## src/assert_macros.svh

```systemverilog
// Assertion macros shared by the RTL of the palette quantizer.
// Needs a clock named clk and an active-low reset named arst_n in scope.
`ifndef ASSERT_MACROS_SVH
`define ASSERT_MACROS_SVH

// Concurrent check on the rising clock edge, off while reset is applied.
`define NPQ_ASSERT(label, prop, msg) \
	label: assert property (@(posedge clk) disable iff (!arst_n) prop) else $error(msg);

// Concurrent check that also holds while reset is applied.
`define NPQ_ASSERT_ALWAYS(label, prop, msg) \
	label: assert property (@(posedge clk) prop) else $error(msg);

`endif

```

## src/npq_pkg.sv

```systemverilog
// Constants, types and the distance function of the palette quantizer.
// No dependencies; used by nearest_palette_color_quantizer.
`default_nettype none

package npq_pkg;

	localparam int unsigned PAL_ENTRIES = 16;
	localparam int unsigned IDX_W       = 4;
	localparam int unsigned CHAN_W      = 8;
	// 16*255 + 4*255 + 8*255 = 7140 fits in 13 bits
	localparam int unsigned DIST_W      = 13;
	localparam int unsigned IN_DATA_W   = 24;
	localparam int unsigned OUT_DATA_W  = 8;

	typedef logic [CHAN_W-1:0] chan_t;
	typedef logic [DIST_W-1:0] dist_t;
	typedef logic [IDX_W-1:0]  pal_idx_t;

	typedef struct packed {
		chan_t blue;
		chan_t green;
		chan_t red;
	} rgb_t;

	// Fixed 16-colour palette
	localparam chan_t PAL_RED [PAL_ENTRIES] = '{
		8'd0,   8'd0,   8'd0,   8'd0,   8'd170, 8'd170, 8'd170, 8'd170,
		8'd85,  8'd85,  8'd85,  8'd85,  8'd255, 8'd255, 8'd255, 8'd255
	};
	localparam chan_t PAL_GREEN [PAL_ENTRIES] = '{
		8'd0,   8'd0,   8'd170, 8'd170, 8'd0,   8'd0,   8'd85,  8'd170,
		8'd85,  8'd85,  8'd255, 8'd255, 8'd85,  8'd85,  8'd255, 8'd255
	};
	localparam chan_t PAL_BLUE [PAL_ENTRIES] = '{
		8'd0,   8'd170, 8'd0,   8'd170, 8'd0,   8'd170, 8'd170, 8'd170,
		8'd85,  8'd255, 8'd85,  8'd255, 8'd85,  8'd255, 8'd85,  8'd255
	};

	function automatic chan_t abs_diff(input chan_t a, input chan_t b);
		abs_diff = (a >= b) ? (a - b) : (b - a);
	endfunction

	// Weighted L1 distance: red x16, green x4, blue x8 as shifts
	function automatic dist_t pal_dist(input rgb_t px, input chan_t pr, input chan_t pg,
			input chan_t pb);
		chan_t dr;
		chan_t dg;
		chan_t db;
		dr = abs_diff(px.red, pr);
		dg = abs_diff(px.green, pg);
		db = abs_diff(px.blue, pb);
		pal_dist = DIST_W'({dr, 4'b0000}) + DIST_W'({dg, 2'b00}) + DIST_W'({db, 3'b000});
	endfunction

endpackage

`default_nettype wire

```

## src/nearest_palette_color_quantizer.sv

```systemverilog
// Nearest palette colour quantizer: RGB item in, 4-bit palette index out.
// Depends on npq_pkg and assert_macros.svh.
//
// Usage
// - Input stream s_axis: one 24-bit colour per item, red in bits 7:0,
//   green in 15:8, blue in 23:16.
// - Output stream m_axis: one result per input item, palette index in
//   bits 3:0 of tdata, bits 7:4 are zero.
// - The index is that of the palette entry with the smallest weighted
//   L1 distance (red x16, green x4, blue x8); ties go to the lowest index.
// - Registers: an accepted item is held in the input register, and its
//   result is offered from the result register.
// - Throughput: one item per cycle while m_axis_tready is high; the sixteen
//   distances and a four-level minimum tree sit between the two registers.
// - Stall: when m_axis_tready is low the result register holds, the input
//   register holds behind it, and s_axis_tready drops only once both are
//   full.
// - Reset: arst_n clears both valid flags; no items are in flight after it.
`default_nettype none

`include "assert_macros.svh"

module nearest_palette_color_quantizer (
	input  wire logic                              clk,
	input  wire logic                              arst_n,
	input  wire logic                              s_axis_tvalid,
	output logic                                   s_axis_tready,
	// red [7:0], green [15:8], blue [23:16]
	input  wire logic [npq_pkg::IN_DATA_W-1:0]     s_axis_tdata,
	output logic                                   m_axis_tvalid,
	input  wire logic                              m_axis_tready,
	// palette_index [3:0], zero fill [7:4]
	output logic [npq_pkg::OUT_DATA_W-1:0]         m_axis_tdata
);

	logic              valid_s1;
	npq_pkg::rgb_t     pixel_s1;
	logic              valid_s2;
	npq_pkg::pal_idx_t index_s2;
	logic              adv_s2;
	logic              adv_s1;

	npq_pkg::dist_t    dist_l0 [16];
	npq_pkg::pal_idx_t idx_l0  [16];
	npq_pkg::dist_t    dist_l1 [8];
	npq_pkg::pal_idx_t idx_l1  [8];
	npq_pkg::dist_t    dist_l2 [4];
	npq_pkg::pal_idx_t idx_l2  [4];
	npq_pkg::dist_t    dist_l3 [2];
	npq_pkg::pal_idx_t idx_l3  [2];
	npq_pkg::pal_idx_t best_idx;

	// Advance each stage when the stage after it is empty or being emptied
	assign adv_s2        = !valid_s2 || m_axis_tready;
	assign adv_s1        = !valid_s1 || adv_s2;
	assign s_axis_tready = adv_s1;

	// Valid flags
	always_ff @(posedge clk or negedge arst_n) begin
		if (!arst_n) begin
			valid_s1 <= 1'b0;
			valid_s2 <= 1'b0;
		end else begin
			if (adv_s1) begin
				valid_s1 <= s_axis_tvalid;
			end
			if (adv_s2) begin
				valid_s2 <= valid_s1;
			end
		end
	end

	// Payload registers, loaded on advance
	always_ff @(posedge clk) begin
		if (adv_s1 && s_axis_tvalid) begin
			pixel_s1 <= npq_pkg::rgb_t'(s_axis_tdata);
		end
		if (adv_s2 && valid_s1) begin
			index_s2 <= best_idx;
		end
	end

	// Distance to every palette entry
	always_comb begin
		for (int i = 0; i < 16; i++) begin
			dist_l0[i] = npq_pkg::pal_dist(pixel_s1, npq_pkg::PAL_RED[i],
				npq_pkg::PAL_GREEN[i], npq_pkg::PAL_BLUE[i]);
			idx_l0[i]  = npq_pkg::pal_idx_t'(i);
		end
	end

	// Minimum tree; the right side wins only when strictly nearer,
	// so the lower index is kept on a tie
	always_comb begin
		for (int i = 0; i < 8; i++) begin
			if (dist_l0[2*i+1] < dist_l0[2*i]) begin
				dist_l1[i] = dist_l0[2*i+1];
				idx_l1[i]  = idx_l0[2*i+1];
			end else begin
				dist_l1[i] = dist_l0[2*i];
				idx_l1[i]  = idx_l0[2*i];
			end
		end
		for (int i = 0; i < 4; i++) begin
			if (dist_l1[2*i+1] < dist_l1[2*i]) begin
				dist_l2[i] = dist_l1[2*i+1];
				idx_l2[i]  = idx_l1[2*i+1];
			end else begin
				dist_l2[i] = dist_l1[2*i];
				idx_l2[i]  = idx_l1[2*i];
			end
		end
		for (int i = 0; i < 2; i++) begin
			if (dist_l2[2*i+1] < dist_l2[2*i]) begin
				dist_l3[i] = dist_l2[2*i+1];
				idx_l3[i]  = idx_l2[2*i+1];
			end else begin
				dist_l3[i] = dist_l2[2*i];
				idx_l3[i]  = idx_l2[2*i];
			end
		end
		best_idx = (dist_l3[1] < dist_l3[0]) ? idx_l3[1] : idx_l3[0];
	end

	// Output drive
	assign m_axis_tvalid = valid_s2;
	assign m_axis_tdata  = {{(npq_pkg::OUT_DATA_W - npq_pkg::IDX_W){1'b0}}, index_s2};

	// Checks
	`NPQ_ASSERT(a_s1_holds_on_stall, (valid_s1 && !adv_s2) |=> (valid_s1 && $stable(pixel_s1)), "input register changed while stalled")
	`NPQ_ASSERT(a_s1_moves_to_s2, (valid_s1 && adv_s2) |=> valid_s2, "item lost between stages")
	`NPQ_ASSERT(a_accept_loads_s1, (s_axis_tvalid && s_axis_tready) |=> valid_s1, "accepted item not held in input register")
	`NPQ_ASSERT_ALWAYS(a_reset_empty, (!arst_n && $past(!arst_n)) |-> (!valid_s1 && !valid_s2), "pipeline not empty in reset")

endmodule

`default_nettype wire
```

## config.mk

```make
export PLATFORM = sky130hd
export DESIGN_NAME = nearest_palette_color_quantizer
export DESIGN_NICKNAME = d
export VERILOG_FILES = /design/src/npq_pkg.sv /design/src/nearest_palette_color_quantizer.sv
export VERILOG_INCLUDE_DIRS = /design/src /design/src/src
export SDC_FILE = /design/constraint.sdc
export NUM_CORES = 1
export LEC_CHECK = 0
export BUFFER_PORTS_ARGS = -buffer_cell sky130_fd_sc_hd__buf_2
export CORE_UTILIZATION = 50
export DETAILED_ROUTE_END_ITERATION = 16
export PLACE_DENSITY = 0.66
export SLEW_MARGIN = 40
export SYNTH_ARGS = -nofsm -noshare
export SYNTH_HDL_FRONTEND = slang
export SYNTH_SLANG_ARGS = --single-unit
export TNS_END_PERCENT = 1
```

## constraint.sdc

```tcl
create_clock -name clk -period 35.5 [get_ports clk]
set_clock_uncertainty 0.15 [all_clocks]
set_input_delay 1.775 -clock clk [delete_from_list [all_inputs] [get_ports clk]]
set_output_delay 1.775 -clock clk [all_outputs]
set_load 0.05 [all_outputs]
```

## After elaboration in Yosys (flattened, before gate mapping)

Cells that the tools add are included.
W data, S select, Z words.

| storage, ports and cells | value |
|---|---|
| register bits | 30 |
| logic and storage cells | 126 |
| input bits | 28 |
| output and inout port bits | 10 |

| cells by class | value |
|---|---|
| muxes and demuxes | 41 |
| $lt $le $gt $ge | 27 |
| add/sub/neg operators | 46 |
| reductions and logical operators | 6 |

Operators by type and width:

| operator | number |
|---|---|
| $add A13 B11 Y13 | 16 |
| $lt A13 B13 Y1 | 15 |
| $mux W13 | 14 |
| $add A12 B10 Y13 | 9 |
| $mux W8 | 12 |
| $ge A8 B8 Y1 const B | 6 |
| $sub A8 B8 Y8 const A | 6 |
| $sub A8 B8 Y8 const B | 6 |
| $mux W4 | 7 |
| $ge A8 B1 Y1 const B | 3 |
| $ge A8 B7 Y1 const B | 3 |
| $sub A1 B8 Y8 const A | 3 |
| $sub A7 B8 Y8 const A | 3 |
| $sub A8 B7 Y8 const B | 3 |
| $mux W1 | 8 |
| $logic_and A1 B1 Y1 | 2 |
| $logic_not A1 Y1 | 2 |
| $logic_or A1 B1 Y1 | 2 |

## Logic depth before layout (Yosys ltp)

Gate-level depths: netlist of the first run.

| depth | value |
|---|---|
| depth in word-level cells | 12 |
| gate-level depth with buffers | 65 |
| mapped depth without buffers | 62 |

## Worst setup path after synthesis of the first run

Ideal clock, no wire load.

| timing path | value |
|---|---|
| path type | register -> register |
| start point | register pixel_s1[1] (netlist name) |
| end point | register index_s2[0] (data pin) |
| arrival | 11.870 ns |
| library setup time | 0.261 ns |
| stages on the path, launching flop included | 63 |
| data required time | 35.089 ns |
| setup slack | 23.219 ns |
| buffers on the path | 4 |
| period minus slack after synthesis | 12.281 ns |
| cell sequence | edfxtp_1 -> inv_1 -> ha_1 -> nand2b_1 -> a311o_1 -> a21oi_4 -> mux2i_2 -> and2_1 -> nor2_1 -> ha_1 -> a21oi_1 -> o21bai_1 -> a21o_1 -> a21o_1 -> a31oi_1 -> xnor2_1 -> ha_1 -> a21oi_1 -> [27 not listed] -> o21ai_0 -> nand2_1 -> a221oi_1 -> clkbuf_1 -> clkbuf_1 -> o2bb2ai_1 -> ha_1 -> o21a_1 -> o21a_1 -> o21a_1 -> o21a_1 -> o21ai_0 -> nand2b_1 -> a21oi_1 -> o21a_1 -> o21ai_0 -> a41o_1 -> o32a_1 |

| on the way | value |
|---|---|
| longest elaborated chain between the ends | 12 |
| elaborated cells between the ends (all ways) | 84 |
| those cells by class | add/sub: 32; order compare: 19; mux: 33 |

RTL lines:

| item | RTL line | source |
|---|---|---|
| start: declaration | nearest_palette_color_quantizer.sv:37 | `npq_pkg::rgb_t pixel_s1;` |
| start signal: assignment | nearest_palette_color_quantizer.sv:76 | `pixel_s1 <= npq_pkg::rgb_t'(s_axis_tdata);` |
| $sub A8 B8 Y8, or another cell as far along | npq_pkg.sv:40 | `abs_diff = (a >= b) ? (a - b) : (b - a);` |
| $mux W8 | npq_pkg.sv:40 |  |
| $add A12 B10 Y13 | npq_pkg.sv:52 | `pal_dist = DIST_W'({dr, 4'b0000}) + DIST_W'({dg, 2'b00}) + DIST_W'({db, 3'b000});` |
| $add A13 B11 Y13 | npq_pkg.sv:52 |  |
| $lt A13 B13 Y1 | nearest_palette_color_quantizer.sv:96 | `if (dist_l0[2*i+1] < dist_l0[2*i]) begin` |
| $mux W13 | nearest_palette_color_quantizer.sv:96 |  |
| $lt A13 B13 Y1 | nearest_palette_color_quantizer.sv:105 | `if (dist_l1[2*i+1] < dist_l1[2*i]) begin` |
| $mux W13 | nearest_palette_color_quantizer.sv:105 |  |
| $lt A13 B13 Y1 | nearest_palette_color_quantizer.sv:114 | `if (dist_l2[2*i+1] < dist_l2[2*i]) begin` |
| $mux W13 | nearest_palette_color_quantizer.sv:114 |  |
| $lt A13 B13 Y1 | nearest_palette_color_quantizer.sv:122 | `best_idx = (dist_l3[1] < dist_l3[0]) ? idx_l3[1] : idx_l3[0];` |
| $mux W4 (*) | nearest_palette_color_quantizer.sv:122 |  |
| named net best_idx[0] | nearest_palette_color_quantizer.sv:51 | `npq_pkg::pal_idx_t best_idx;` |
| end signal: assignment | nearest_palette_color_quantizer.sv:79 | `index_s2 <= best_idx;` |
| end: declaration | nearest_palette_color_quantizer.sv:39 | `npq_pkg::pal_idx_t index_s2;` |

The timed path passes the listed nets; every way through them passes the cells marked *.
A chain may end at the register's enable or synchronous reset.

## Worst setup path in the final report of the first run

| timing path | value |
|---|---|
| start point | register pixel_s1[10] (netlist name) |
| end point | register index_s2[0] (data pin) |

The elaborated chain is that of the path after synthesis.

==> results of run 1 <==
## layout by cell type, fill, tap and decap left out, drive strengths merged, types with 23 or more instances in the layout
master / count
mux2i: 51
o21ai: 128
o21a: 64
a211oi: 23
o21bai: 47
nor3: 29
a21oi: 216
edfxtp: 28
inv: 158
buf: 44
nand2: 91
ha: 322
o211ai: 23
nand2b: 34
a21o: 80
xnor2: 132
nor2: 128
xor2: 40
fa: 31
nand3: 36
## sequential cells by signal, summed over array words and instances, names as in the netlist
name,count
valid_s1,1
m_axis_tvalid,1
index_s2,4
pixel_s1,24
## per-stage QoR
| stage | instance area, sq um | setup WS, ns | hold slack (ns) | util |
|---|---|---|---|---|
| final | 15900 | 20.56 | 0.339 | 0.534 |
| after global routing | 15900 | 19.54 | 0.356 | 0.534 |
| after global placement | 15700 | 20.69 | 0.328 | 0.527 |
| after CTS | 15800 | 20.84 | 0.347 | 0.532 |
| after floorplan | 15100 | 23.22 | 0.299 | - |
| after detailed placement | 15700 | 20.92 | 0.320 | 0.527 |
## logic make-up after synthesis
logic type                 count (synthesis)  synth area share
AOI/OAI and AO/OA                        700             0.302
muxes                                     62            0.0427
xor gates and xnor gates                 173             0.102
buffers and inverters                    209            0.0546
adders and majority gates                355             0.309
and+or+nand+nor                          410             0.131
other                                      1          0.000248
DFF                                       30            0.0589
## metal layers
layer  vias up  global-route usage
li1       7138                   -
met1      6671               0.402
met2       455               0.514
met3       105              0.0260
met4         0               0.141
met5         -                   0
## how the worst max path moves through the flow
stage,cells past startpoint,end,from,slack [ns]
3_3_place_gp,56,index_s2[0]$_DFFE_PP_,pixel_s1[10]$_DFFE_PP_,20.69
6_report,59,index_s2[0]$_DFFE_PP_,pixel_s1[10]$_DFFE_PP_,20.56
5_1_grt,62,index_s2[0]$_DFFE_PP_,pixel_s1[10]$_DFFE_PP_,19.54
4_1_cts,59,index_s2[0]$_DFFE_PP_,pixel_s1[10]$_DFFE_PP_,20.84
2_1_floorplan,62,index_s2[0]$_DFFE_PP_,pixel_s1[1]$_DFFE_PP_,23.22
3_5_place_dp,59,index_s2[0]$_DFFE_PP_,pixel_s1[10]$_DFFE_PP_,20.92
## cell type report
cell class	instances	area [sq um]	share of cell area
Clock buffer	6	139	0.00876
Inverter	161	604	0.0381
Timing Repair Buffer	44	248	0.0156
Tap cell	390	488	0.0308
Clock inverter	2	12.5	0.000789
Multi-Input combinational cell	1704	13500	0.850
Sequential cell	30	891	0.0562
==> metrics.csv, run 1 <==
metric;value;unit
async_flop_share;0.0667;
area_growth_syn_to_layout;4.93;%
synthDistinctLibCells;92;
cpLargestDelayFamily;compound AO/OA/AOI/OAI gates;
clock_sink_count;30;
max_freq;66.9;MHz
drt-pass1-iter-count;7;
tns;0;ns
crit_fanout;16;
yosys.area.top_type;ha_1;
num-nets-final;2327;
r2r-end;index_s2[0]$_DFFE_PP_;
synth_area_leaders;ha_1 27%, xnor2_1 7.6%, a21oi_1 7.1%, edfxtp_1 5.6%, fa_1 4.1%;
tightest_slew;0.909;ns
relSlewSlack;0.389;
synth-edff-count;28;
num_rows;63;
drt_wl_total;47100;um
cpMostUsedCell;o21a_1;
yosysSeqAreaShare;0.0589;
gp_congestion;0.965;
met3_wirelength;2370;um
drtIter0Drc;1122;
r2r_start;pixel_s1[10]$_DFFE_PP_;
hp-class;register to register;
start_util;0.509;
yosysMostFrequentCell;ha_1;
dpl.hpwl;39400;um
antenna_cells;0;
hold_start;valid_s1$_DFFE_PN0N_;
clk_root_buffer_cell;clkbuf_16;
dr_wl_met2;21100;um
synthCells;1940;
slowest_delay;0.72;ns
setup_violations;0;
critPathSlowestCell;edfxtp_1;
drc;0;
grt_usage;0.308;
min_path_cells;1;
ys.flop_type;edfxtp_1;
critPathArrivalTime;14.84;ns
fin_crit_sh;0.421;
run_status;complete, no violations;
cts.clk_slew.worst_paths;0.06;ns
wl_per_cell;20.2;um
drv_slew;0;
cap_violations;0;
topRoutingLayerUsed;met4;
avgSynthCellArea;7.79;sq um
htree_levels;2;
ant_nets;0;
gr-total-overflow;0;
antenna_found_initial;0;
cts_buffers;5;
yosysWarningCount;0;
worstHoldEndpoint;m_axis_tvalid$_DFFE_PN0P_;
path_buf_inv;3;
endpoint_kind;register;
netlist.area_leader.share;0.267;
io_buffers;33;
fin_cells;2337;
required;35.40;ns
die_w;176;um
core;0.0297;sq mm
syn-cell-area;0.0151;sq mm
reg2regPathDepth;59;
vias_per_cell;6.15;
drive_above_1_share;0.0560;
rrSetupSlack;20.56;ns
cts_tree;built;
boundaryPins;38;
rsz0062_at_grt;no;
setup.worst_path.class;register to register;
period_needed;14.94;ns
grt_max_degree;28;
synth-seq-cells;30;
cts_buffer_depth;2;
dp_cells;2329;
n_fill_cell;2916;
insertion_delay;0.29;ns
die_h;176;um
cts-resized-gates;0;
cp-start-kind;register;
vias;14400;
grt_pass1_vias;13900;
postCtsSetupBuffers;0;
synthTopCellsByCount;322 x ha_1, 215 x a21oi_1, 158 x inv_1, 131 x xnor2_1, 127 x nor2_1;
die_area;0.0309;sq mm
wl_met1;21300;um
grt_pass1_wl;74300;um
hold_buffers;0;
hold_viol;0;
Power of run 1 is not shown: default switching activity piles up to over one toggle a cycle in this logic, so the estimate is an artifact.
==> run 2, diff against run 1 <==
ABC_AREA = 1   (was not set)
PLACE_DENSITY = 0.69   (was 0.66)
clock period = 13 ns   (was 35.5 ns; I/O delays follow)
==> run 2 against run 1 <==
Global-route usage shrank 1.7 points. Design area decreased by 0.91%. Utilization shrank 0.35 points. Die area fell by 0.51%. Worst setup slack worse by 19 ns. Worst hold slack worse by 0.014 ns. Sequential share of layout area grew 0.052 points. Critical path depth increased by 4. Synthesized cell count up 14%. Flip-flop and latch count did not move. Synthesized area decreased by 0.52%. Cell count grew 12%. Critical path type unchanged.
==> metrics.csv, run 2 <==
metric;value;unit;change
synthDistinctLibCells;54;;-41%
num_rows;63;;unchanged
async_flop_share;0.0667;;unchanged
path_buf_inv;12;;+9
boundaryPins;38;;unchanged
cts_buffer_depth;2;;unchanged
wl_per_cell;17.1;um;-15%
run_status;complete, no violations;;
synth_area_leaders;ha_1 27%, nand2_1 12%, inv_1 8.5%, xor2_1 7.3%, a21oi_1 6.5%;;
setup_violations;0;;unchanged
slowest_delay;0.68;ns;-0.04 ns
drtIter0Drc;1105;;-1.5%
regMostFlops;pixel_s1;;
vias_per_cell;5.52;;-10%
clock_sink_count;30;;unchanged
required;12.89;ns;-22.51 ns
gp_congestion;0.981;;+1.7%
period_needed;11.07;ns;-3.86 ns
syn-cell-area;0.0150;sq mm;-0.52%
cts.clk_slew.worst_paths;0.05;ns;about the same
tightest_slew;0.835;ns;-0.0743 ns
grt_pass1_vias;13400;;-3.3%
synthCells;2217;;+14%
htree_levels;2;;unchanged
yosysMostFrequentCell;nand2_1;;
core;0.0296;sq mm;-0.27%
cts_tree;built;;
num-nets-final;2609;;+12%
area_growth_syn_to_layout;4.51;%;
insertion_delay;0.29;ns;about the same
die_h;175;um;-0.26%
cp-start-kind;register;;
crit_fanout;17;;+1
synth-seq-cells;30;;unchanged
cap_violations;0;;unchanged
clk_root_buffer_cell;clkbuf_16;;
largest_register_ffs;24;;unchanged
start_util;0.507;;-0.00131
avgSynthCellArea;6.78;sq um;-13%
cpLargestDelayFamily;simple AND/OR/NAND/NOR gates;;
antenna_found_initial;1;;+1
antenna_cells;0;;unchanged
ant_nets;0;;unchanged
io_buffers;33;;unchanged
fin_crit_sh;0.852;;+0.431
synth-edff-count;28;;unchanged
critPathSlowestCell;edfxtp_1;;
drive_above_1_share;0.0610;;+0.00503
setup.worst_path.class;register to register;;
gr-total-overflow;0;;unchanged
yosys.area.top_type;ha_1;;
largest_registers;pixel_s1 (24), index_s2 (4);;
grt_pass1_wl;69500;um;-6.4%
yosysWarningCount;0;;unchanged
hp-class;register to register;;
hold_viol;0;;unchanged
vias;14500;;+0.56%
drt-pass1-iter-count;7;;unchanged
drv_slew;0;;unchanged
die_area;0.0308;sq mm;-0.51%
ys.flop_type;edfxtp_1;;
dpl.hpwl;38100;um;-3.5%
grt_usage;0.291;;-0.0170
die_w;175;um;-0.26%
critPathArrivalTime;10.96;ns;-3.88 ns
pre_cts_ws;1.85;ns;-19.07 ns
netlist.area_leader.share;0.268;;+0.00140
fin_ws;1.93;ns;-18.64 ns
final_cell_mix;471 x nand2_1, 341 x inv_1, 322 x ha_1;;
synthTopCellsByCount;472 x nand2_1, 342 x inv_1, 322 x ha_1, 196 x a21oi_1, 151 x o21ai_0;;
yosysSeqAreaShare;0.0592;;+0.000309
cpMostUsedCell;nand2_1;;
grt_max_degree;30;;+7.1%
tns;0;ns;unchanged
endpoint_kind;register;;
layout.cells.most_common;nand2_1;;
drt_wl_total;44800;um;-4.9%
drc;0;;unchanged
rsz0062_at_grt;no;;
cts_buffers;5;;unchanged
fin_hold_ws;0.326;ns;-0.0138 ns
relSlewSlack;0.443;;+0.0539
max_freq;90.3;MHz;+35%
run 2: changes by cell type after synthesis, moves of 19 or more:
cell      change
nand2b_1     -33
mux2i_1      -45
xnor2_1      -78
xor2_1       +85
inv_1       +184
o21a_1       -42
nor2_1       -67
a21o_1       -57
nand3_1      +73
nand2_1     +382
nand2_2      +31
o21ai_0      +31
a21oi_1      -19
run 2: layout make-up:
class	count	area [sq um]
inverters	356	1340
well taps	390	488
clock inverters	3	63.8
clock buffers	5	125
repair buffers	42	235
fillers	2952	13900
multi-input cells	1793	12600
flip-flops and latches	30	891
run 2: timing repair:
item,in CTS,in global routing
resized for setup,0,0
hold buffers,1,0
setup buffers,0,0
endpoints found under the hold margin,2,0
endpoints found under the setup margin,0,0
run 2: path summary, 6_finish.rpt:
path	cells after the start	end	slack [ns]	start
max	63	index_s2[0]$_DFFE_PP_	1.93	pixel_s1[8]$_DFFE_PP_
max reg2reg	63	index_s2[0]$_DFFE_PP_	1.93	pixel_s1[8]$_DFFE_PP_
min reg2reg	2	m_axis_tvalid$_DFFE_PN0P_	0.33	valid_s1$_DFFE_PN0N_
min in group asynchronous	2	m_axis_tvalid$_DFFE_PN0P_	0.52	arst_n
min	2	m_axis_tvalid$_DFFE_PN0P_	0.33	valid_s1$_DFFE_PN0N_
max in group asynchronous	2	m_axis_tvalid$_DFFE_PN0P_	12.08	arst_n
run 2: metrics by stage:
stage / instances / utilization / cell area [sq um]
2_1_floorplan: 2220 / - / 15000
3_3_place_gp: 2610 / 0.523 / 15500
3_5_place_dp: 2610 / 0.523 / 15500
4_1_cts: 2619 / 0.530 / 15700
5_1_grt: 2619 / 0.530 / 15700
6_report: 2619 / 0.530 / 15700
run 2: worst register-to-register path: cells and delay by family, from the launching register on:
family | cells | cell delay, ns
AO/OA/AOI/OAI | 16 | 2.58
adder cells (fa/ha/maj) | 7 | 2.23
buffers and inverters | 12 | 1.31
flip-flops | 1 | 0.68
multiplexers | 1 | 0.25
AND/OR/NAND/NOR | 24 | 2.96
XOR/XNOR | 3 | 0.64
run 2: kinds of logic after synthesis:
kind of cell,after synthesis,share of synthesized area
buffers and inverters,397,0.106
AOI/OAI and AO/OA,504,0.195
and+or+nand+nor,746,0.218
DFF,30,0.0592
adders and majority gates,353,0.309
xor gates and xnor gates,182,0.110
other,1,0.000249
muxes,4,0.00266
run 2: layer usage:
layer,vias up,track usage,part of all wire
li1,7426,-,-
met1,6441,0.403,0.47
met2,481,0.463,0.42
met3,100,0.0342,0.064
met4,2,0.106,0.037
met5,-,0,0.00029
Power of run 2 is left out for the same reason.
